File: src/hdl/flvd_pkg.sv
`timescale 1ns / 1ps
// ----------------------------------------------------------------------------
// flvd_pkg - shared types and constants of the flv to annex b demux
// Command format passed from the parser to the output side, error codes and
// the fixed byte values of the container format.
// ----------------------------------------------------------------------------
package flvd_pkg;

   localparam int unsigned QUEUE_DEPTH = 4;

   localparam logic [23:0] MAX_PAYLOAD_RESET = 24'd60000;

   // file signature
   localparam logic [7:0] SIG_F = 8'h46;
   localparam logic [7:0] SIG_L = 8'h4C;
   localparam logic [7:0] SIG_V = 8'h56;

   // tag types
   localparam logic [7:0] TAG_AUDIO  = 8'd8;
   localparam logic [7:0] TAG_VIDEO  = 8'd9;
   localparam logic [7:0] TAG_SCRIPT = 8'd18;

   localparam logic [3:0] CODEC_AVC = 4'd7;

   // avc packet types
   localparam logic [7:0] AVC_SEQ_HDR = 8'd0;
   localparam logic [7:0] AVC_NALU    = 8'd1;
   localparam logic [7:0] AVC_EOS     = 8'd2;

   localparam logic [4:0] SPS_COUNT_MASK = 5'h1f;

   // error codes
   localparam logic [2:0] ERR_NONE        = 3'd0;
   localparam logic [2:0] ERR_SIGNATURE   = 3'd1;
   localparam logic [2:0] ERR_TAG_TYPE    = 3'd2;
   localparam logic [2:0] ERR_CODEC       = 3'd3;
   localparam logic [2:0] ERR_PACKET_TYPE = 3'd4;
   localparam logic [2:0] ERR_SPS_COUNT   = 3'd5;
   localparam logic [2:0] ERR_PPS_COUNT   = 3'd6;
   localparam logic [2:0] ERR_PAYLOAD     = 3'd7;

   typedef enum logic [1:0] {
      CMD_BYTE,
      CMD_START_CODE,
      CMD_ERROR
   } cmd_kind_type;

   typedef struct packed {
      cmd_kind_type kind;
      logic [7:0]   data;
      logic [2:0]   code;
   } cmd_type;

endpackage

File: src/hdl/flv_video_to_annexb_demux.sv
`timescale 1ns / 1ps
// ----------------------------------------------------------------------------
// flv_video_to_annexb_demux - flv container to h.264 annex b byte stream
// Takes an flv file one byte a word and emits the avc elementary stream.
// ----------------------------------------------------------------------------
// Usage:
//  req_ channel carries the file bytes; a word moves when req_valid is high
//  and req_stall is low. rsp_ channel carries annex b bytes or one error
//  word; rsp_last marks the final word caused by an input byte.
//  csr_ channel writes max_payload; csr_ready is always high. Write it only
//  while no words are in flight.
//  Throughput: one input byte per cycle while req_stall is low. Each byte yields
//  at most one word, except the byte that ends an sps or pps length, which
//  yields the four start-code words; the expander takes no new command while
//  it sends them, and the queue soaks up the commands that arrive meanwhile.
//  A result word is registered twice on its way out after its input byte is
//  taken: once in the queue and once in the expander.
//  A four-entry command queue sits between parser and expander; req_stall
//  rises only when that queue is full, so an output stall backs up through
//  the queue before the input is held.
//  Reset clears the parser to the file signature, empties the queue and
//  sets max_payload to 60000. After an error word no output appears until
//  reset, while input bytes keep being taken.
// ----------------------------------------------------------------------------
module flv_video_to_annexb_demux #(
   parameter int unsigned QUEUE_DEPTH = flvd_pkg::QUEUE_DEPTH
) (
   input  logic        clock,
   input  logic        reset,
   input  logic        req_valid,
   output logic        req_stall,
   input  logic [7:0]  req_in_byte,
   output logic        rsp_valid,
   input  logic        rsp_stall,
   output logic [7:0]  rsp_out_byte,
   output logic        rsp_is_error,
   output logic [2:0]  rsp_error_code,
   output logic        rsp_last,
   input  logic        csr_valid,
   output logic        csr_ready,
   input  logic [23:0] csr_max_payload
);

   logic              byte_accept;
   logic              cmd_push;
   flvd_pkg::cmd_type cmd;
   logic              cmd_pop;
   logic              cmd_avail;
   logic              queue_full;
   flvd_pkg::cmd_type cmd_head;

   assign csr_ready   = 1'b1;
   assign req_stall   = queue_full;
   assign byte_accept = req_valid && !queue_full;

   flvd_front u_front (
      .clock       (clock),
      .reset       (reset),
      .byte_accept (byte_accept),
      .in_byte     (req_in_byte),
      .csr_write   (csr_valid && csr_ready),
      .csr_data    (csr_max_payload),
      .cmd_push    (cmd_push),
      .cmd         (cmd)
   );

   flvd_queue #(
      .DEPTH (QUEUE_DEPTH)
   ) u_queue (
      .clock     (clock),
      .reset     (reset),
      .push      (cmd_push),
      .push_cmd  (cmd),
      .pop       (cmd_pop),
      .not_empty (cmd_avail),
      .full      (queue_full),
      .head      (cmd_head)
   );

   flvd_back u_back (
      .clock          (clock),
      .reset          (reset),
      .cmd_avail      (cmd_avail),
      .cmd_head       (cmd_head),
      .cmd_pop        (cmd_pop),
      .rsp_valid      (rsp_valid),
      .rsp_stall      (rsp_stall),
      .rsp_out_byte   (rsp_out_byte),
      .rsp_is_error   (rsp_is_error),
      .rsp_error_code (rsp_error_code),
      .rsp_last       (rsp_last)
   );

endmodule

File: src/hdl/flvd_front.sv
`timescale 1ns / 1ps
// ----------------------------------------------------------------------------
// flvd_front - container parser
// Walks the file header, tag headers and video tag bodies one byte per word
// and issues output commands into the command queue.
// ----------------------------------------------------------------------------
module flvd_front (
   input  logic              clock,
   input  logic              reset,
   input  logic              byte_accept,
   input  logic [7:0]        in_byte,
   input  logic              csr_write,
   input  logic [23:0]       csr_data,
   output logic              cmd_push,
   output flvd_pkg::cmd_type cmd
);

   typedef enum logic [3:0] {
      PH_SIG,
      PH_PREV,
      PH_THDR,
      PH_SKIP,
      PH_VFLAGS,
      PH_PKTTYPE,
      PH_CTSF,
      PH_FRAME,
      PH_CFGHDR,
      PH_NSPS,
      PH_SPSLEN,
      PH_SPS,
      PH_NPPS,
      PH_PPSLEN,
      PH_PPS
   } phase_type;

   phase_type   phase_ff, phase_in;
   logic [15:0] count_ff, count_in;
   logic [23:0] body_ff, body_in;
   logic [15:0] psl_ff, psl_in;
   logic        is_video_ff, is_video_in;
   logic        failed_ff, failed_in;
   logic [23:0] max_payload_ff;

   logic        in_body;
   logic        err;
   logic [23:0] body_dec;
   logic [23:0] rem;
   logic [23:0] payload;
   logic [15:0] psl_new;
   logic [15:0] count_inc;

   assign in_body = (phase_ff != PH_SIG) && (phase_ff != PH_PREV) && (phase_ff != PH_THDR);
   assign body_dec  = body_ff - 24'd1;
   assign rem       = body_ff - 24'd1;
   assign payload   = (rem >= 24'd3) ? (rem - 24'd3) : 24'd0;
   assign psl_new   = {psl_ff[15:8], in_byte};
   assign count_inc = count_ff + 16'd1;

   always_comb begin
      phase_in    = phase_ff;
      count_in    = count_ff;
      body_in     = body_ff;
      psl_in      = psl_ff;
      is_video_in = is_video_ff;
      failed_in   = failed_ff;
      err         = 1'b0;
      cmd_push    = 1'b0;
      cmd.kind    = flvd_pkg::CMD_BYTE;
      cmd.data    = in_byte;
      cmd.code    = flvd_pkg::ERR_NONE;

      if (byte_accept && !failed_ff) begin
         case (phase_ff)
            PH_SIG: begin
               if ((count_ff == 16'd0 && in_byte != flvd_pkg::SIG_F) ||
                   (count_ff == 16'd1 && in_byte != flvd_pkg::SIG_L) ||
                   (count_ff == 16'd2 && in_byte != flvd_pkg::SIG_V)) begin
                  err      = 1'b1;
                  cmd.code = flvd_pkg::ERR_SIGNATURE;
               end else if (count_ff >= 16'd8) begin
                  phase_in = PH_PREV;
                  count_in = 16'd0;
               end else begin
                  count_in = count_inc;
               end
            end
            PH_PREV: begin
               if (count_ff >= 16'd3) begin
                  phase_in = PH_THDR;
                  count_in = 16'd0;
               end else begin
                  count_in = count_inc;
               end
            end
            PH_THDR: begin
               if (count_ff == 16'd0) begin
                  if (in_byte != flvd_pkg::TAG_AUDIO && in_byte != flvd_pkg::TAG_VIDEO &&
                      in_byte != flvd_pkg::TAG_SCRIPT) begin
                     err      = 1'b1;
                     cmd.code = flvd_pkg::ERR_TAG_TYPE;
                  end
                  is_video_in = (in_byte == flvd_pkg::TAG_VIDEO);
                  body_in     = 24'd0;
               end else if (count_ff <= 16'd3) begin
                  body_in = {body_ff[15:0], in_byte};
               end
               if (count_ff >= 16'd10) begin
                  count_in = 16'd0;
                  if (body_ff == 24'd0) begin
                     phase_in = PH_PREV;
                  end else if (is_video_ff) begin
                     phase_in = PH_VFLAGS;
                  end else begin
                     phase_in = PH_SKIP;
                  end
               end else begin
                  count_in = count_inc;
               end
            end
            PH_SKIP: begin
            end
            PH_VFLAGS: begin
               if (in_byte[3:0] != flvd_pkg::CODEC_AVC) begin
                  err      = 1'b1;
                  cmd.code = flvd_pkg::ERR_CODEC;
               end else begin
                  phase_in = PH_PKTTYPE;
                  count_in = 16'd0;
               end
            end
            PH_PKTTYPE: begin
               count_in = 16'd0;
               if (in_byte == flvd_pkg::AVC_SEQ_HDR) begin
                  phase_in = PH_CFGHDR;
               end else if (in_byte == flvd_pkg::AVC_NALU) begin
                  if (payload >= max_payload_ff) begin
                     err      = 1'b1;
                     cmd.code = flvd_pkg::ERR_PAYLOAD;
                  end else begin
                     phase_in = PH_CTSF;
                  end
               end else if (in_byte == flvd_pkg::AVC_EOS) begin
                  phase_in = PH_SKIP;
               end else begin
                  err      = 1'b1;
                  cmd.code = flvd_pkg::ERR_PACKET_TYPE;
               end
            end
            PH_CTSF: begin
               if (count_ff >= 16'd2) begin
                  phase_in = PH_FRAME;
                  count_in = 16'd0;
               end else begin
                  count_in = count_inc;
               end
            end
            PH_FRAME: begin
               cmd_push = 1'b1;
               // first four payload bytes turn into a start code
               if (count_ff < 16'd4) begin
                  cmd.data = (count_ff == 16'd3) ? 8'h01 : 8'h00;
                  count_in = count_inc;
               end
            end
            PH_CFGHDR: begin
               if (count_ff >= 16'd7) begin
                  phase_in = PH_NSPS;
                  count_in = 16'd0;
               end else begin
                  count_in = count_inc;
               end
            end
            PH_NSPS: begin
               if ((in_byte[4:0] & flvd_pkg::SPS_COUNT_MASK) != 5'd1 || in_byte[7:5] != 3'd0) begin
                  if ((in_byte[4:0] & flvd_pkg::SPS_COUNT_MASK) != 5'd1) begin
                     err      = 1'b1;
                     cmd.code = flvd_pkg::ERR_SPS_COUNT;
                  end
               end
               if (!err) begin
                  phase_in = PH_SPSLEN;
                  count_in = 16'd0;
               end
            end
            PH_NPPS: begin
               if (in_byte != 8'd1) begin
                  err      = 1'b1;
                  cmd.code = flvd_pkg::ERR_PPS_COUNT;
               end else begin
                  phase_in = PH_PPSLEN;
                  count_in = 16'd0;
               end
            end
            PH_SPSLEN, PH_PPSLEN: begin
               if (count_ff == 16'd0) begin
                  psl_in   = {in_byte, 8'h00};
                  count_in = 16'd1;
               end else begin
                  psl_in   = psl_new;
                  cmd_push = 1'b1;
                  cmd.kind = flvd_pkg::CMD_START_CODE;
                  count_in = 16'd0;
                  if (psl_new == 16'd0) begin
                     phase_in = (phase_ff == PH_SPSLEN) ? PH_NPPS : PH_SKIP;
                  end else begin
                     phase_in = (phase_ff == PH_SPSLEN) ? PH_SPS : PH_PPS;
                  end
               end
            end
            PH_SPS, PH_PPS: begin
               cmd_push = 1'b1;
               count_in = count_inc;
               if (count_inc >= psl_ff) begin
                  phase_in = (phase_ff == PH_SPS) ? PH_NPPS : PH_SKIP;
                  count_in = 16'd0;
               end
            end
            default: begin
               phase_in = PH_SKIP;
               count_in = 16'd0;
            end
         endcase

         if (err) begin
            cmd_push  = 1'b1;
            cmd.kind  = flvd_pkg::CMD_ERROR;
            cmd.data  = 8'h00;
            failed_in = 1'b1;
         end else if (in_body) begin
            // end of the tag body wins over the parse phase unless the byte raised an error
            body_in = body_dec;
            if (body_dec == 24'd0) begin
               phase_in = PH_PREV;
               count_in = 16'd0;
            end
         end
      end
   end

   always_ff @(posedge clock) begin
      if (reset) begin
         phase_ff       <= PH_SIG;
         count_ff       <= 16'd0;
         body_ff        <= 24'd0;
         psl_ff         <= 16'd0;
         is_video_ff    <= 1'b0;
         failed_ff      <= 1'b0;
         max_payload_ff <= flvd_pkg::MAX_PAYLOAD_RESET;
      end else begin
         phase_ff    <= phase_in;
         count_ff    <= count_in;
         body_ff     <= body_in;
         psl_ff      <= psl_in;
         is_video_ff <= is_video_in;
         failed_ff   <= failed_in;
         if (csr_write) begin
            max_payload_ff <= csr_data;
         end
      end
   end

   // once failed, the parser stays failed until reset
   assert property (@(posedge clock) disable iff (reset) failed_ff |=> failed_ff)
      else $error("flvd_front: sticky error cleared");

   // nothing leaves the parser after an error word
   assert property (@(posedge clock) disable iff (reset) failed_ff |-> !cmd_push)
      else $error("flvd_front: command after error");

endmodule

File: src/hdl/flvd_queue.sv
`timescale 1ns / 1ps
// ----------------------------------------------------------------------------
// flvd_queue - command queue
// Small register fifo that decouples the parser from the output expander.
// ----------------------------------------------------------------------------
module flvd_queue #(
   parameter int unsigned DEPTH = flvd_pkg::QUEUE_DEPTH
) (
   input  logic              clock,
   input  logic              reset,
   input  logic              push,
   input  flvd_pkg::cmd_type push_cmd,
   input  logic              pop,
   output logic              not_empty,
   output logic              full,
   output flvd_pkg::cmd_type head
);

   localparam int unsigned PTR_W = (DEPTH > 1) ? $clog2(DEPTH) : 1;
   localparam int unsigned CNT_W = $clog2(DEPTH + 1);

   flvd_pkg::cmd_type mem_ff [DEPTH];
   logic [PTR_W-1:0]  wr_ptr_ff, wr_ptr_in;
   logic [PTR_W-1:0]  rd_ptr_ff, rd_ptr_in;
   logic [CNT_W-1:0]  count_ff, count_in;

   logic do_push;
   logic do_pop;

   assign full      = (count_ff == CNT_W'(DEPTH));
   assign not_empty = (count_ff != '0);
   assign head      = mem_ff[rd_ptr_ff];
   assign do_push   = push && !full;
   assign do_pop    = pop && not_empty;

   always_comb begin
      wr_ptr_in = wr_ptr_ff;
      rd_ptr_in = rd_ptr_ff;
      count_in  = count_ff;
      if (do_push) begin
         wr_ptr_in = (wr_ptr_ff == PTR_W'(DEPTH - 1)) ? '0 : wr_ptr_ff + PTR_W'(1);
      end
      if (do_pop) begin
         rd_ptr_in = (rd_ptr_ff == PTR_W'(DEPTH - 1)) ? '0 : rd_ptr_ff + PTR_W'(1);
      end
      if (do_push && !do_pop) begin
         count_in = count_ff + CNT_W'(1);
      end else if (do_pop && !do_push) begin
         count_in = count_ff - CNT_W'(1);
      end
   end

   always_ff @(posedge clock) begin
      if (reset) begin
         wr_ptr_ff <= '0;
         rd_ptr_ff <= '0;
         count_ff  <= '0;
      end else begin
         wr_ptr_ff <= wr_ptr_in;
         rd_ptr_ff <= rd_ptr_in;
         count_ff  <= count_in;
      end
   end

   always_ff @(posedge clock) begin
      if (do_push) begin
         mem_ff[wr_ptr_ff] <= push_cmd;
      end
   end

   assert property (@(posedge clock) disable iff (reset) count_ff <= CNT_W'(DEPTH))
      else $error("flvd_queue: occupancy overflow");

   // the parser is held off while full, so no command is ever dropped
   assert property (@(posedge clock) disable iff (reset) push |-> !full)
      else $error("flvd_queue: push into full queue");

endmodule

File: src/hdl/flvd_back.sv
`timescale 1ns / 1ps
// ----------------------------------------------------------------------------
// flvd_back - output expander
// Turns queued commands into result words; a start code takes four words.
// ----------------------------------------------------------------------------
module flvd_back (
   input  logic              clock,
   input  logic              reset,
   input  logic              cmd_avail,
   input  flvd_pkg::cmd_type cmd_head,
   output logic              cmd_pop,
   output logic              rsp_valid,
   input  logic              rsp_stall,
   output logic [7:0]        rsp_out_byte,
   output logic              rsp_is_error,
   output logic [2:0]        rsp_error_code,
   output logic              rsp_last
);

   logic              valid_ff, valid_in;
   flvd_pkg::cmd_type cur_ff, cur_in;
   logic [1:0]        idx_ff, idx_in;

   logic is_start;
   logic mid_start;
   logic load;

   assign is_start  = (cur_ff.kind == flvd_pkg::CMD_START_CODE);
   assign mid_start = is_start && (idx_ff != 2'd3);
   assign load      = !valid_ff || (!rsp_stall && !mid_start);
   assign cmd_pop   = load && cmd_avail;

   always_comb begin
      valid_in = valid_ff;
      cur_in   = cur_ff;
      idx_in   = idx_ff;
      if (load) begin
         valid_in = cmd_avail;
         cur_in   = cmd_head;
         idx_in   = 2'd0;
      end else if (!rsp_stall) begin
         idx_in = idx_ff + 2'd1;
      end
   end

   always_ff @(posedge clock) begin
      if (reset) begin
         valid_ff <= 1'b0;
         idx_ff   <= 2'd0;
      end else begin
         valid_ff <= valid_in;
         idx_ff   <= idx_in;
      end
   end

   always_ff @(posedge clock) begin
      cur_ff <= cur_in;
   end

   always_comb begin
      rsp_out_byte = cur_ff.data;
      case (cur_ff.kind)
         flvd_pkg::CMD_START_CODE: rsp_out_byte = (idx_ff == 2'd3) ? 8'h01 : 8'h00;
         flvd_pkg::CMD_ERROR:      rsp_out_byte = 8'h00;
         default:                  rsp_out_byte = cur_ff.data;
      endcase
   end

   assign rsp_valid      = valid_ff;
   assign rsp_is_error   = (cur_ff.kind == flvd_pkg::CMD_ERROR);
   assign rsp_error_code = rsp_is_error ? cur_ff.code : flvd_pkg::ERR_NONE;
   assign rsp_last       = !mid_start;

endmodule
File: config.mk
export PLATFORM = sky130hd
export DESIGN_NAME = flv_video_to_annexb_demux
export DESIGN_NICKNAME = d
export VERILOG_FILES = /design/src/hdl/flvd_pkg.sv /design/src/hdl/flv_video_to_annexb_demux.sv /design/src/hdl/flvd_front.sv /design/src/hdl/flvd_queue.sv /design/src/hdl/flvd_back.sv
export SDC_FILE = /design/constraint.sdc
export NUM_CORES = 1
export LEC_CHECK = 0
export BUFFER_PORTS_ARGS = -buffer_cell sky130_fd_sc_hd__buf_2
export CELL_PAD_IN_SITES_DETAIL_PLACEMENT = 1
export CELL_PAD_IN_SITES_GLOBAL_PLACEMENT = 2
export CORE_UTILIZATION = 39
export DETAILED_ROUTE_END_ITERATION = 10
export PLACE_DENSITY_LB_ADDON = 0.3
export SLEW_MARGIN = 20
export SYNTH_ARGS = -nofsm -noshare
export SYNTH_HDL_FRONTEND = slang
export SYNTH_SLANG_ARGS = --single-unit
File: constraint.sdc
create_clock -name clock -period 7.85 [get_ports clock]
set_clock_uncertainty 0.2 [all_clocks]
set_input_delay 2.355 -clock clock [delete_from_list [all_inputs] [get_ports clock]]
set_output_delay 2.355 -clock clock [all_outputs]
set_load 0.03 [all_outputs]
==> impl_summary.md, run 1 <==
Outcome
The flow ran to the end, and the final reports show no timing, DRC or antenna violations.

Finish
The synthesis-to-finish area growth is 10.2%. Excluding fillers, the count of instances in the completed layout stands at 1,620. The repair_antennas step left the layout with diodes totalling 0. The utilization after layout is 0.439. The library cells used most frequently in the layout, excluding fill and tap cells, are 139 x nor2_1, 125 x nand2_1, 96 x dfxtp_1.

The sequential standard cell area is 3870 µm². The area used by multi-input combinational logic is 6330 µm². The count of filler cells inserted in the layout is between 3k and 4k. The final layout net count is 1,361. The final design instance area without fill is ~12,000 µm². The most common cell after layout, fill and taps aside is nor2_1.

The share of layout cells above drive strength 1 is 0.111.

Synth
Counting flops with an async set or reset pin after synthesis yields a share of 0. Counting every net in the synthesized netlist gives 1,362. The sequential fraction of the synthesis area is 0.360. The count of yosys warnings during synthesis is 0. The number of cells produced by synthesis is roughly 1.3k. After synthesis the cells add up to 10,800 µm². The number of unique standard cell types used by synthesis is 79. In this run, synthesis inferred 65 flip-flops with an integrated enable. Among all flip-flop cells after synthesis, the most frequent one is dfxtp_1. The mean cell area of the mapped netlist is 8.49 µm². The number of flip-flops and latches in the synthesized netlist is 161.

Critical path
Data arrives at the worst endpoint at roughly 7300 ps. The worst setup path category is flip-flop to flip-flop. The worst setup path is captured at a flip-flop.

The critical path contains buffers and inverters numbering 5 combined. On the critical path, the stage with the largest delay is an instance of or4_4. The top cell family by delay on the critical path is simple AND/OR/NAND/NOR gates. The worst setup path is launched from a flip-flop. For the worst setup path, the data required time is between 8000 and 9000 ps. The worst-path maximum fanout is 21. The longest individual stage delay on the worst path is 640 ps.

Timing
The sum of negative setup slack is 0 ps. The fmax is 141 MHz. Dividing the final minimum period by the clock period gives 0.906.

The worst-case hold slack is 283 ps. The setup slack after layout is 740 ps. The total setup violations reported at the end of the flow is 0. The number of hold-slack violations in the final timing report is 0. Counting I/O delays and the setup requirement, the final critical path takes 7110 ps. The max-slew violation count is 0. The remaining max-slew budget at the tightest pin is 0.327.

Setup repair after global routing left no endpoint under its margin. At the pin with the least slew margin, the transition time is 1010 ps.

Place
Once placement finished, the instance area stood at 11,200 µm². In this run, placement finished with an instance count of 1,588. The final weighted congestion of routability-driven global placement is ~0.92.

In this run the tool buffered the top-level ports with 51 buffer cells. After legalization and detailed placement, the total HPWL measured 25.7 mm. The worst slack at placement is between 800 and 900 ps.

CTS
Clock tree synthesis found a total of 161 sinks. The TritonCTS buffer count is 17. The number of hold buffers added after CTS was 0. The clock passes through at most 2 buffers. The post-CTS setup buffer count is 0.

The master cell of the clock root buffer is clkbuf_16. The post-cts sizing count is 0. The CTS tree is built. The clock tree synthesis step divided the H-tree into 4 levels. The later pin in the worst-skew pair is clocked with a latency of 450 ps. The clock input transition at the sequential cells of the worst setup and hold paths is 90 ps.

Routing
For this block, the initial DRC count from the detailed router was 696. The first-pass iteration count of the detailed router is 5. The count of nets left with antenna violations after detail routing is 0. The aggregate routed wire length is 35.5 mm.

The detailed router placed 9,756 vias in this run. After detailed routing, the number of remaining DRC violations is 0. After detailed routing, the number of vias per cell comes to 6.02. After detailed routing, the average wire length per cell comes to 21.9 µm.

Pwr
The share of total power dissipated in the clock network is 0.344. The share of total power in sequential cells is 0.413. In this run the power density over the cells is 217 nW/µm². The logic gate share of total power is 0.243. For this design the total switching power over the nets is slightly above 900 µW. The overall power consumption is 2.57 mW. Summed over all cells, the static leakage comes to 4.63 nW. The switching power share of the total is 0.357. The internal portion of the total power is between 1.5 and 2 mW.

The maximum vdd drop is roughly 0.00013 V.

GRT
For this run, the total global-route usage over all layers was measured as 0.257. The global-route wire length before repair is 56.5 mm. The total overflow left after global routing is 0. The pin count of the biggest net entering global routing is 76.

The initial antenna violation count is 0. The via count of the first global-routing pass came to 9,736.

Die
The horizontal extent of the die is ~170 µm. The number of rows created at floorplan is 60. The number of placed I/O pins is 53. In this run the vertical extent of the chip is 168 µm. The starting utilization of the core area is 0.398. The die area is 28,300 µm². The core region area is 27,000 µm².

Job
The tool flagged a number of max-cap violations equal to 0.

Worst hold path
In this run the worst hold path is classified as flip-flop to flip-flop.
[registers in the layout (all words and copies together) (netlist names)]
| register | flops |
|---|---|
| u_queue.mem_ff | 52 |
| u_front.body_ff | 24 |
| u_front.max_payload_ff | 24 |
| u_front.count_ff | 16 |
| u_front.psl_ff | 16 |
| u_back.cur_ff | 13 |
| u_front.phase_ff | 4 |
| u_queue.count_ff | 3 |
| u_back.idx_ff | 2 |
| u_queue.rd_ptr_ff | 2 |
| u_queue.wr_ptr_ff | 2 |
| u_back.rsp_valid | 1 |
| u_front.failed_ff | 1 |
| u_front.is_video_ff | 1 |
[cell families (layout without fill, tap and decap cells)]
| kind of cell | after synthesis | count (layout) | synth area share |
|---|---|---|---|
| compound gates | 308 | 308 | 0.194 |
| fa+ha+maj | 58 | 58 | 0.0681 |
| mux | 39 | 39 | 0.0515 |
| buf+inv | 150 | 162 | 0.0529 |
| other cells | 1 | 1 | 0.000349 |
| simple gates | 500 | 500 | 0.232 |
| flops | 161 | 161 | 0.360 |
| xor+xnor | 50 | 50 | 0.0407 |
[layer usage]
layer	part of all wire	global-route usage	routed length (µm)
met1	0.48	0.365	16900
met2	0.45	0.400	15900
met3	0.049	0.0374	1750
met4	0.025	0.0838	901
met5	0	0	0
[final timing paths]
path                                   start                                to  slack (ps)  depth (start not counted)
max reg2reg  u_front.body_ff[0]$_SDFFE_PP0P_  u_queue.count_ff[2]$_SDFFE_PP0P_         740                         25
min reg2reg   u_front.psl_ff[9]$_SDFFE_PP0P_    u_front.psl_ff[9]$_SDFFE_PP0P_         280                          2
max          u_front.body_ff[0]$_SDFFE_PP0P_  u_queue.count_ff[2]$_SDFFE_PP0P_         740                         25
min           u_front.psl_ff[9]$_SDFFE_PP0P_    u_front.psl_ff[9]$_SDFFE_PP0P_         280                          2
[worst min-delay path, delay by kind of cell, from the launching register on]
kind               cells  cell delay [ps]
AOI/OAI and AO/OA      1               50
DFF                    1              330
and+or+nand+nor        1               60
[power groups by stage]
stage               logic (mW)  registers, mW  clock network (mW)
detailed placement       0.626           1.08                   0
floorplan                0.471           1.03                   0
global route             0.679           1.07               0.934
CTS                      0.629           1.07               0.905
finish                   0.625           1.06               0.884
global placement         0.602           1.07                   0
[final cells by class]
type	count	share of cell area
timing repair buffer	65	0.0304
sequential	161	0.327
tap	341	0.0360
clock inverter	15	0.0164
clock buffer	17	0.0359
inverter	65	0.0206
multi-input combinational	956	0.534
[Yosys cell counts (all sizes together), types with 5 or more instances]
cell | n | area share
nand2 | 125 | 0.044
o211ai | 19 | 0.013
a211oi | 20 | 0.014
mux2i | 25 | 0.023
nor2b | 20 | 0.012
edfxtp | 65 | 0.18
buf | 13 | 0.0051
xnor2 | 26 | 0.021
o311a | 5 | 0.0047
a21oi | 85 | 0.040
nor2 | 141 | 0.049
a211o | 12 | 0.0098
or3 | 10 | 0.0058
o21ai | 46 | 0.021
nand2b | 9 | 0.0052
ha | 57 | 0.066
a31oi | 14 | 0.0081
dfxtp | 96 | 0.18
clkbuf | 72 | 0.025
and2 | 23 | 0.013
o31ai | 11 | 0.0090
mux4 | 13 | 0.027
nor3b | 7 | 0.0049
a22oi | 13 | 0.0091
or4 | 10 | 0.0077
o31a | 5 | 0.0041
and3 | 28 | 0.016
nand4 | 23 | 0.013
xor2 | 24 | 0.020
nor3 | 26 | 0.012
or2 | 9 | 0.0052
o21a | 9 | 0.0063
nand3 | 26 | 0.012
o32ai | 5 | 0.0041
inv | 65 | 0.023
nor4 | 25 | 0.016
a21o | 10 | 0.0070
No activity file was read; power rests on OpenSTA's default activity.
==> run 2, diff against run 1 <==
CORE_UTILIZATION = 42   (was 39)
SKIP_CTS_REPAIR_TIMING = 1   (was not set)
clock period = 8.5 ns   (was 7.85 ns; I/O delays follow)
==> run 2 against run 1 <==
Clock power shrank 8.7%. Global-route usage grew 2.4 points. Non-clock buffer count shrank 4. Critical path type unchanged. Highest routed layer unchanged.
==> impl_summary.md, run 2 (same netlist as run 1, synthesis figures left out) <==
CTS
The H-tree depth is 4 (unchanged). The clock input transition at the sequential cells of the worst setup and hold paths came to 80 ps (about the same). The worst-case clock buffer depth is 2 (unchanged).

The sink count of the clock tree came to 161 (unchanged). The TritonCTS buffer count is 17 (unchanged). TritonCTS built the clock tree. The clock latency of the later-clocked register in the worst-skew pair is 440 ps (about the same).

The master cell of the clock root buffer is clkbuf_16.

GRT
The met3 track demand over resource is 0.0386 (+0.00118). The global-route track usage on met1 is 0.394 (+0.0294). After global routing, the most crowded layer is met2. The global-route wire length before repair is 57.1 mm (+1.1%). The final global-route overflow total was 0 (unchanged). The via count of the first global-routing pass is 9,907 (+1.8%). The initial antenna violation count is 0 (unchanged). The all-layer global routing usage is 0.281 (+0.0244). The global routing usage on met2 is 0.446 (+0.0464).

The pin count of the biggest net entering global routing is 47 (-38%).

Timing
The post-route clock period utilization was 0.899 (-0.00710). The max-slew violation count came to 0 (unchanged). The worst-case hold slack is 288 ps (+5.57 ps). Setup repair after global routing left no endpoint under its margin. The fmax is 131 MHz (-6.9%). The sum of negative setup slack is 0 ps (unchanged).

The setup slack after layout was 862 ps (+122 ps). The slew at the pin closest to its max-slew limit came to 984 ps (-23.2 ps). The post-route minimum period came to 7640 ps (+528 ps). The remaining max-slew budget at the tightest pin is 0.338 (+0.0103).

The number of hold-slack violations in the final timing report came to 0 (unchanged). The total setup violations reported at the end of the flow is 0 (unchanged).

Finish
Leaving out fill and tap cells, the most frequent cells in the layout are 139 x nor2_1, 125 x nand2_1, 95 x dfxtp_1. The most common cell after layout, fill and taps aside is nor2_1. The synthesis-to-finish area growth is 9.85%. The flip-flop count of the largest register after layout is 52 (unchanged). The share of layout cells above drive strength 1 is 0.110 (-0.00122). The largest registers in the layout are u_queue.mem_ff (52), u_front.body_ff (24), u_front.max_payload_ff (24).

The antenna diode count is 0 (unchanged). More flip-flops sit in one register than any other, and that register is u_queue.mem_ff. The final design instance area without fill came to 11,800 µm² (-0.32%). The final layout net count came to 1,357 (-0.29%). The count of filler cells inserted in the layout was 2,987 (-6.3%).

Pwr
The leakage power total was 4.61 nW (-0.37%). The overall power consumption is 2.38 mW (-7.3%). The power density of the placed cells came to 202 nW/µm² (-7.0%).

The maximum vdd drop is 0.000183 V (+37%).

Critical path
The kind of end point of the critical path is a flip-flop. The worst setup path is launched from a flip-flop. The worst setup path category is flip-flop to flip-flop. The endpoint arrival time on the critical path is 7790 ps (+520 ps).

Tracing the worst setup path back leads to its startpoint at u_front.body_ff[2]$_SDFFE_PP0P_. The worst-path maximum fanout is 16 (-24%). The data required time at the worst endpoint is 8660 ps (+650 ps). The launching point of the worst reg2reg path is u_front.body_ff[2]$_SDFFE_PP0P_.

Die
The number of placed I/O pins is 53 (unchanged). The number of rows created at floorplan is 58 (-3.3%). The die outline height is 162 µm (-3.6%).

The horizontal extent of the die is 162 µm (-3.6%). The die area is 26,300 µm² (-7.1%). The starting utilization of the core area was 0.427 (+0.0292). The core region area is 25,200 µm² (-6.8%).

Routing
The count of nets left with antenna violations after detail routing came to 0 (unchanged). The aggregate routed wire length is 35.9 mm (+1.2%). The count of unresolved DRC violations after routing came to 0 (unchanged). The final routed wire length divided by cell count is 22.4 µm (+2.1%). The detailed-route via count was 9,675 (-0.83%). The detail-routed via count per cell was 6.03 (about the same).

The first-pass iteration count of the detailed router was 5 (unchanged). The detailed router's first-iteration violation count is 739 (+6.2%).

Place
The port buffer count is 51 (unchanged). The final weighted congestion of routability-driven global placement is 0.915 (-0.32%). The worst slack at placement came to 898 ps (+59.3 ps). The post-place instance area is 11,200 µm² (-0.39%). The placed wire-length estimate after detailed placement came to 25.7 mm (+0.22%).

Job
The reported max-cap violation count is 0 (unchanged).

Outcome
The flow ran to the end, and the final reports show no timing, DRC or antenna violations.

Worst hold path
The path class of the tightest hold or removal check is flip-flop to flip-flop. The startpoint of the most critical hold path is u_front.psl_ff[11]$_SDFFE_PP0P_.
run 2: cell type report:
class / instances / area, µm² / share of cell area
Tap cell: 330 / 413 / 0.0349
Timing Repair Buffer: 61 / 330 / 0.0279
Multi-Input combinational cell: 956 / 6340 / 0.536
Sequential cell: 161 / 3870 / 0.328
Inverter: 65 / 244 / 0.0206
Clock inverter: 15 / 196 / 0.0166
Clock buffer: 17 / 425 / 0.0360
run 2: worst paths after layout:
path                                            to  slack, ps  cells after the start
hold reg to reg    u_front.psl_ff[11]$_SDFFE_PP0P_        290                      2
hold / removal     u_front.psl_ff[11]$_SDFFE_PP0P_        290                      2
setup / recovery  u_queue.count_ff[2]$_SDFFE_PP0P_        860                     21
setup reg to reg  u_queue.count_ff[2]$_SDFFE_PP0P_        860                     21
run 2: metal layers:
metal	part of all wire	vias to the layer above
met4	0.023	0
li1	-	4632
met2	0.45	256
met1	0.48	4740
met5	0	-
met3	0.046	47
run 2: per-stage QoR:
step	instances	utilization
after global routing	1605	0.469
after detailed placement	1573	0.445
after CTS	1605	0.469
after floorplan	1267	-
after global placement	1573	0.445
final	1605	0.469
run 2: worst max-delay path: stages, from the launching register on:
cell and delay [ps]:
dfxtp_1 470, nor4_2 860, nand2_1 350, o41ai_1 640, o211a_1 310, nand2_1 160, nor3_1 350, nand3_1 140
mux2_2 290, ha_1 310, nand4_1 140, nor4_1 430, nand2_1 130, o2111ai_1 540, a211oi_1 230, o22ai_1 520
ha_1 310, inv_1 80, fa_1 390, xor2_1 190, or3_1 330, a21oi_1 150
run 2: report_power, final:
part | switching [mW] | internal (mW)
Sequential | 0.0680 | 0.912
Combinational | 0.386 | 0.212
Clock | 0.402 | 0.405
==> run 3, diff against run 2 <==
BUFFER_PORTS_ARGS = -buffer_cell sky130_fd_sc_hd__clkbuf_2   (was -buffer_cell sky130_fd_sc_hd__buf_2)
PLACE_DENSITY_LB_ADDON = 0.1   (was 0.3)
==> run 3 against run 2 <==
Register-to-register slack worse by 90 ps. Worst setup slack got worse by 88 ps. First-iteration DRC count grew 10%. Fmax decreased by 1.1%. Highest routed layer is now met5. Sequential share of layout area barely moved. Die area unchanged.
==> impl_summary.md, run 3 (same netlist as run 1, synthesis figures left out) <==
Critical path
The data required time at the worst endpoint is 8660 ps (about the same). The worst-path maximum fanout is 22 (+6). The longest individual stage delay on the worst path is 730 ps (-130 ps). The worst setup path category is flip-flop to flip-flop.

Traced cell by cell, the critical path runs through inv_1 -> ha_1 -> nor3b_1 -> nand4_1 -> nor4b_1 -> a211oi_1 -> or4_4 -> nor3_2 -> buf_4 -> nor2_1 -> ha_1 -> nand4_1 -> nor4_1 -> nand2_1 -> o2111ai_1 -> a211oi_1 -> o22ai_1 -> ha_1 -> inv_1 -> fa_1 -> xor2_1 -> or3_1 -> a21oi_1. In this design, the critical path's most frequently occurring cell is ha_1. The startpoint class of the critical path is a flip-flop.

The top cell family by delay on the critical path is simple AND/OR/NAND/NOR gates. The kind of end point of the critical path is a flip-flop. The endpoint identified for the worst register-to-register timing path is u_queue.count_ff[2]$_SDFFE_PP0P_. The depth of the worst register-to-register path is 23 (+9.5%). The internal reg-to-reg setup slack is 770 ps (-90 ps).

The startpoint of the most critical setup path is u_front.body_ff[0]$_SDFFE_PP0P_. The launching point of the worst reg2reg path is u_front.body_ff[0]$_SDFFE_PP0P_. Among all stages on the critical path, the largest delay is contributed by ha_1. The number of buffers and inverters on the critical path is 3 (+2). The endpoint arrival time on the critical path is 7880 ps (+90 ps).

Worst hold path
The type of the most critical hold path is flip-flop to flip-flop. The startpoint identified for the worst hold timing path is u_front.psl_ff[15]$_SDFFE_PP0P_. For hold timing, the worst endpoint is u_front.psl_ff[15]$_SDFFE_PP0P_. The cell count of the worst hold path is 2 (unchanged).

Timing
The post-route minimum period is 7730 ps (+88.2 ps). The setup slack after layout was 773 ps (-88.2 ps). The number of hold-slack violations in the final timing report was 0 (unchanged).

Setup repair after global routing left no endpoint under its margin. The post-route clock period utilization was 0.909 (+0.0104). The total setup violations reported at the end of the flow was 0 (unchanged). The fmax is 129 MHz (-1.1%). The remaining max-slew budget at the tightest pin is 0.292 (-0.0462). The sum of negative setup slack was 0 ps (unchanged). The max-slew violation count is 0 (unchanged). The slew at the pin closest to its max-slew limit is 1060 ps (+77.2 ps).

Routing
The count of nets left with antenna violations after detail routing is 0 (unchanged). The first-pass iteration count of the detailed router came to 5 (unchanged). The count of unresolved DRC violations after routing was 0 (unchanged).

The aggregate routed wire length was 35.8 mm (-0.13%). The detailed router's first-iteration violation count is 814 (+10%). The final routed wire length divided by cell count is 22.3 µm (-0.19%). The detailed-route via count was 9,776 (+1.0%). The detail-routed via count per cell is 6.09 (+0.98%).

Place
The final weighted congestion of routability-driven global placement is 0.902 (-1.4%). The placed wire-length estimate after detailed placement is 25.9 mm (+0.52%). The port buffer count came to 51 (unchanged). The worst slack at placement came to 869 ps (-29.4 ps).

Job
The reported max-cap violation count is 0 (unchanged).

Die
The starting utilization of the core area is 0.427 (unchanged). The die area is 26,300 µm² (unchanged). The horizontal extent of the die was 162 µm (unchanged). The number of placed I/O pins is 53 (unchanged). The die outline height came to 162 µm (unchanged). The core region area is 25,200 µm² (unchanged). The number of rows created at floorplan is 58 (unchanged).

CTS
The TritonCTS buffer count is 17 (unchanged). The clock input transition at the sequential cells of the worst setup and hold paths was 90 ps (about the same). The worst-case clock buffer depth is 2 (unchanged).

The master cell of the clock root buffer is clkbuf_16. The H-tree depth is 4 (unchanged). The CTS tree is built. The clock latency of the later-clocked register in the worst-skew pair was 440 ps (about the same). The sink count of the clock tree was 161 (unchanged).

Finish
In the layout the commonest cells are 139 x nor2_1, 125 x nand2_1, 96 x dfxtp_1. In the final layout, the registers with the most flip-flops are u_queue.mem_ff (52), u_front.body_ff (24), u_front.max_payload_ff (24). The synthesis-to-finish area growth came to 9.86% (about the same). The utilization after layout is 0.469 (about the same). The flip-flop count of the largest register after layout is 52 (unchanged). The count of filler cells inserted in the layout came to 2,993 (+0.20%). The antenna diode count is 0 (unchanged). Leaving out fill and tap cells, the most frequent cell in the layout is nor2_1.

The share of layout cells above drive strength 1 came to 0.109 (-0.000870). The register name with the most flops is u_queue.mem_ff. The final layout net count was 1,358 (+0.074%).

GRT
The initial antenna violation count was 2 (+2). The via count of the first global-routing pass is 9,544 (-3.7%). The global-route wire length before repair is 56.2 mm (-1.6%). The pin count of the biggest net entering global routing was 74 (+57%). The final global-route overflow total was 0 (unchanged).

The all-layer global routing usage came to 0.279 (-0.00261).

Outcome
The run finished with clean final reports.

Pwr
The power density of the placed cells is 201 nW/µm² (-0.51%). The leakage power total is 4.62 nW (+0.12%). The maximum vdd drop is 0.000161 V (-12%).
## run 3: cell count changes in the layout (fill, tap and decap cells not counted), sizes merged
cell / before / now
clkinv: 7 / 6
inv: 73 / 74
buf: 61 / 12
clkbuf: 17 / 67
## run 3: worst reg2reg max path, stage by stage, from the launching register on
cell and delay, ps:
dfxtp_1 470, inv_1 200, ha_1 730, nor3b_1 490
nand4_1 280, nor4b_1 340, a211oi_1 160, or4_4 560
nor3_2 120, buf_4 250, nor2_1 90, ha_1 320
nand4_1 140, nor4_1 470, nand2_1 130, o2111ai_1 540
a211oi_1 230, o22ai_1 550, ha_1 320, inv_1 70
fa_1 370, xor2_1 180, or3_1 310, a21oi_1 140
## run 3: worst max path at each step
stage	slack [ps]	cells past startpoint	end
after detailed placement	870	23	u_queue.count_ff[2]$_SDFFE_PP0P_
after global routing	140	23	u_queue.count_ff[2]$_SDFFE_PP0P_
final	770	23	u_queue.count_ff[2]$_SDFFE_PP0P_
after CTS	790	23	u_queue.count_ff[2]$_SDFFE_PP0P_
after floorplan	2080	24	u_queue.count_ff[2]$_SDFFE_PP0P_
after global placement	1290	23	u_queue.count_ff[2]$_SDFFE_PP0P_
## run 3: area by class of cell
class / instances / area (µm²) / area share
clock inverters: 15 / 194 / 0.0164
repair buffers: 62 / 338 / 0.0286
flip-flops and latches: 161 / 3870 / 0.328
well taps: 330 / 413 / 0.0349
clock buffers: 17 / 425 / 0.0360
multi-input cells: 956 / 6330 / 0.536
inverters: 65 / 244 / 0.0206
## run 3: metrics by stage
stage	power [mW]	hold slack, ps	area, µm²	std cells
2_1_floorplan	1.39	249	10800	1267
3_5_place_dp	1.57	275	11200	1574
5_1_grt	2.48	298	11800	1606
4_1_cts	2.40	286	11800	1606
3_3_place_gp	1.55	266	11200	1574
6_report	2.37	288	11800	1606
## run 3: power breakdown
group	leakage, nW	internal, mW	switching, mW
clock	0.300	0.406	0.411
sequential	1.40	0.911	0.0629
combinational	2.92	0.210	0.371
## run 3: per-layer routing
layer	wire length, µm	track usage
met5	14	0
met4	606	0.0772
met3	1650	0.0363
met2	16000	0.428
met1	17600	0.407
